`src/hw/rtl/mpq_pkg.sv`:
```
`timescale 1ns / 1ps

package mpq_pkg;

    localparam int DEPTH = 64;
    localparam int CNT_W = $clog2(DEPTH + 1);
    localparam int CAP_W = 7;
    localparam int DATA_W = 32;
    localparam int ADDR_W = 3;

    // operation codes carried in the kind field
    localparam logic KIND_INSERT  = 1'b0;
    localparam logic KIND_EXTRACT = 1'b1;

    // register index decoded from paddr
    localparam logic REG_CAPACITY = 1'b0;

    localparam logic [CAP_W-1:0] CAPACITY_RESET = CAP_W'(64);

    typedef enum logic [1:0] {
        STATUS_OK        = 2'd0,
        STATUS_OVERFLOW  = 2'd1,
        STATUS_UNDERFLOW = 2'd2
    } status_t;

    typedef struct packed {
        logic               kind;
        logic signed [31:0] value;
    } in_item_t;

    typedef struct packed {
        status_t            status;
        logic signed [31:0] min_value;
    } out_item_t;

    // per-cell control from the queue controller
    typedef struct packed {
        logic insert;   // accepted insert that is not refused
        logic extract;  // accepted extract on a non-empty queue
        logic valid;    // cell holds a stored entry
        logic tail;     // cell is the first free slot
    } cell_ctrl_t;

endpackage

```
`src/hw/rtl/mpq_cell.sv`:
```
`timescale 1ns / 1ps

module mpq_cell (
    input  logic                                    clk,
    input  mpq_pkg::cell_ctrl_t                     ctrl,
    input  logic signed [mpq_pkg::DATA_W-1:0]       new_value,
    input  logic signed [mpq_pkg::DATA_W-1:0]       left_value,
    input  logic                                    left_gt,
    input  logic signed [mpq_pkg::DATA_W-1:0]       right_value,
    output logic signed [mpq_pkg::DATA_W-1:0]       value,
    output logic                                    gt
);

    logic signed [mpq_pkg::DATA_W-1:0] value_reg;
    logic signed [mpq_pkg::DATA_W-1:0] value_next;

    // stored entry ranks after the incoming one; equal values stay ahead
    assign gt = ctrl.valid && (value_reg > new_value);
    assign value = value_reg;

    always_comb
    begin
        value_next = value_reg;
        if (ctrl.extract)
        begin
            value_next = right_value;
        end
        else if (ctrl.insert && (gt || ctrl.tail))
        begin
            // take the left neighbor when it moves right, else the new value
            value_next = left_gt ? left_value : new_value;
        end
    end

    always_ff @(posedge clk)
    begin
        value_reg <= value_next;
    end

endmodule

```
`config.mk`:
```
export PLATFORM = sky130hd
export DESIGN_NAME = mpq_cell
export DESIGN_NICKNAME = d
export VERILOG_FILES = /design/src/hw/rtl/mpq_pkg.sv /design/src/hw/rtl/mpq_cell.sv
export SDC_FILE = /design/constraint.sdc
export NUM_CORES = 1
export LEC_CHECK = 0
export BUFFER_PORTS_ARGS = -buffer_cell sky130_fd_sc_hd__buf_4
export CORE_UTILIZATION = 41
export DETAILED_ROUTE_END_ITERATION = 6
export HOLD_SLACK_MARGIN = 0.03
export PLACE_DENSITY = 0.77
export SLEW_MARGIN = 20
export SYNTH_ARGS = -nofsm -noshare
export SYNTH_HDL_FRONTEND = slang
export SYNTH_SLANG_ARGS = --single-unit
```
`constraint.sdc`:
```
create_clock -name clk -period 3.3 [get_ports clk]
set_input_delay 0.66 -clock clk [delete_from_list [all_inputs] [get_ports clk]]
set_output_delay 0.66 -clock clk [all_outputs]
set_load 0.02 [all_outputs]
```
==> run_results.csv <==
group,metric,value,unit
die,die_area,0.00636,mm^2
detailed_routing,finalWirelength,6620,um
clock_network,clockBufferDepth,2,
placement,portBuffers,134,
cells_and_area,antenna_cells,0,
synthesis,ys_seq_area_share,38.8,%
flow_run,max-cap-violations,0,
global_routing,grt_overflow,0,
synthesis,netlist_top_cells_area,"edfxtp_1 39%, ha_1 16%, mux2i_1 13%",
clock_network,clkTransAtPathRegs,0.07,ns
die,die_y,79.7,um
cells_and_area,fin_area,0.00370,mm^2
critical_path,worstSetupPathType,"input pin to output port",
pwr,p_leak,1.87,nW
clock_network,cts.sinks,32,
critical_path,cpMostUsedCell,"buf_4",
synthesis,synth.distinct_cells,30,
detailed_routing,initialDrtViolationCount,78,
critical_path,crit_path_max_incr_delay,0.48,ns
critical_path,crit_arrival,2.52,ns
clock_network,numCtsBuffers,5,
die,core_area,0.00568,mm^2
die,row_count,27,
detailed_routing,vias,2361,
global_routing,grtUsageTotal,22.1,%
synthesis,syn-num-nets,395,
detailed_routing,vias_per_cell,5.06,
critical_path,crit_cells,10,
placement,hpwl,5320,um
clock_network,cts_tree,"done",
cells_and_area,multi_input_area,0.00138,mm^2
clock_network,cts_hold_buf,0,
pwr,switching_share,30.2,%
timing,slew-limit-headroom,63.3,%
placement,placed_cells,459,
critical_path,worstPathMaxFanout,3,
synthesis,yosysTopAreaCell,"edfxtp_1",
global_routing,grt_pass1_vias,2444,
timing,period_share,96.4,%
clock_network,clk_latency,0.29,ns
placement,place_congestion,0.735,
die,initial_core_util,43.7,%
cells_and_area,fillers,495,
cells_and_area,largest_register_ffs,32,
critical_path,cp_slowest_cell,"or3_2",
pwr,power_frac_clock,26.6,%
critical_path,worstPathRequired,2.64,ns
timing,max_slew.worst_pin.slew,0.551,ns
pwr,power,1.39,mW
critical_path,path_cells,"buf_4, inv_1, ha_1, a21oi_1, o21ai_1, a221oi_2, o211ai_1, or3_2, a21boi_2, buf_4",
critical_path,rrSetupSlack,0.59,ns
detailed_routing,remaining_drc_errors,0,
placement,dpl_cell_area,0.00357,mm^2
pwr,combPwrFrac,34.8,%
timing,skew,0.0117,ns
cells_and_area,drive_gt1_share,39.0,%
cells_and_area,regArea,961,um^2
clock_network,cts-root-buf,"clkbuf_8",
clock_network,ctsResizeCount,0,
pwr,power_report.internal_total,0.967,mW
critical_path,cp.buffers_inverters,3,
timing,layout_min_cycle_time,3.18,ns
pwr,p_seq_share,38.6,%
pwr,peakVddDrop,0.186,mV
synthesis,synthDominantCellAreaShare,38.8,%
detailed_routing,drtPass1Iterations,4,
synthesis,ys_warn_count,0,
clock_network,h-tree-depth,2,
pwr,power.switching,0.418,mW
cells_and_area,area_growth,49.3,%
critical_path,r2r_cells,8,
detailed_routing,wire_per_inst,14.2,um
worst_hold_path,hold_class,"input pin to flip-flop",
synthesis,netlist_area,0.00248,mm^2
timing,rsz0062_at_grt,"no",
die,die_x,79.7,um
synthesis,ys_seq_elements,32,
outcome,run_status,"completed",
clock_network,postCtsSetupBuffers,0,
critical_path,setup.worst_path.end_class,"output port",
global_routing,grt_max_degree,66,
critical_path,path_delay_family,"compound AO/OA/AOI/OAI gates",
timing,hold_violations,0,
global_routing,antenna_found_initial,0,
die,pin_count,135,
global_routing,grt_first_pass_wirelength,10800,um
synthesis,avgSynthCellArea,9.49,um^2
cells_and_area,nets,528,
pwr,power_density,374,mW/mm^2
timing,setup_viol_count_final,0,
timing,hold-worst-slack,0.647,ns
worst_hold_path,hold_depth,3,
synthesis,synthesis.instances,261,
timing,slew_viol_final,0,
timing,fmax,0.314,GHz
detailed_routing,ant_nets,0,
critical_path,setup.worst_path.start_class,"input pin",
cells_and_area,fin_cells,467,
timing,fin_tns_setup,0,ns
kinds of logic (layout without fill, tap and decap cells):
logic type	count (synthesis)	after routing	share of synthesized area, %
compound gates	60	60	13.9
fa+ha+maj	32	32	16.2
buf+inv	43	177	6.52
flops	32	32	38.8
mux	32	32	12.9
simple gates	62	62	11.7
routing by layer:
| metal | global-route usage [%] | vias up | wire length [um] |
|---|---|---|---|
| li1 | - | 1205 | - |
| met1 | 25.5 | 1073 | 2760 |
| met2 | 39.5 | 78 | 3420 |
| met3 | 5.94 | 5 | 379 |
| met4 | 6.61 | 0 | 56 |
| met5 | 0 | - | 0 |
power by group through the flow:
stage                     combinational (mW)  clock, mW  sequential (mW)
after floorplan                        0.187          0            0.598
after global placement                 0.463          0            0.541
after detailed placement               0.476          0            0.543
after CTS                              0.478      0.376            0.535
after global routing                   0.534      0.394            0.541
final                                  0.482      0.368            0.535
Yosys cell counts:
cell type and instances:
buf_1 3, nand4_1 7, a21oi_1 12, a221oi_1 2, ha_1 32, a21boi_2 1
nor2_1 3, mux2i_1 32, or4_4 1, nand2b_1 1, nor2b_1 1, or4_1 1
a2bb2oi_1 1, nor3_1 1, nand3b_1 1, nand4_2 1, or3_2 1, o21ai_0 37
and3_1 1, a31oi_1 1, nand3_1 2, a221oi_2 1, nand2_1 41, inv_1 32
a2111o_1 1, edfxtp_1 32, a211oi_1 1, o21a_1 1, o211ai_1 2, clkbuf_1 8
cells in the final DEF, fill, tap and decap left out, types with 3 or more instances in the layout:
master / count
buf_4: 136
nand2_1: 40
o21ai_0: 35
inv_1: 32
mux2i_1: 32
edfxtp_1: 32
ha_1: 31
a21oi_1: 10
nand4_1: 7
clkbuf_8: 5
nor2_1: 3
a221oi_2: 3
cell type report:
class	count	area share [%]
clock buffers	5	1.86
clock inverters	3	1.01
inverters	32	3.25
multi-input cells	186	37.3
flip-flops and latches	32	26.0
well taps	72	2.44
repair buffers	137	28.1
worst min-delay path, stage by stage:
cell,delay (ns)
buf_4,0.08
nand2_1,0.04
o21ai_0,0.05
path summary, 6_finish.rpt:
kind,start,end
max,new_value[19],gt
max reg2reg,value[14],value[25]
min reg2reg,value[31],value[30]
min,right_value[14],value[14]
through the flow:
stage          util, %  worst slack [ns]
6_report          65.2             0.120
5_1_grt           65.2           0.00337
4_1_cts           64.8            0.0453
3_5_place_dp      62.9            0.0481
3_3_place_gp      62.9            0.0424
2_1_floorplan        -             0.247
(Power assumes the default switching activity.)
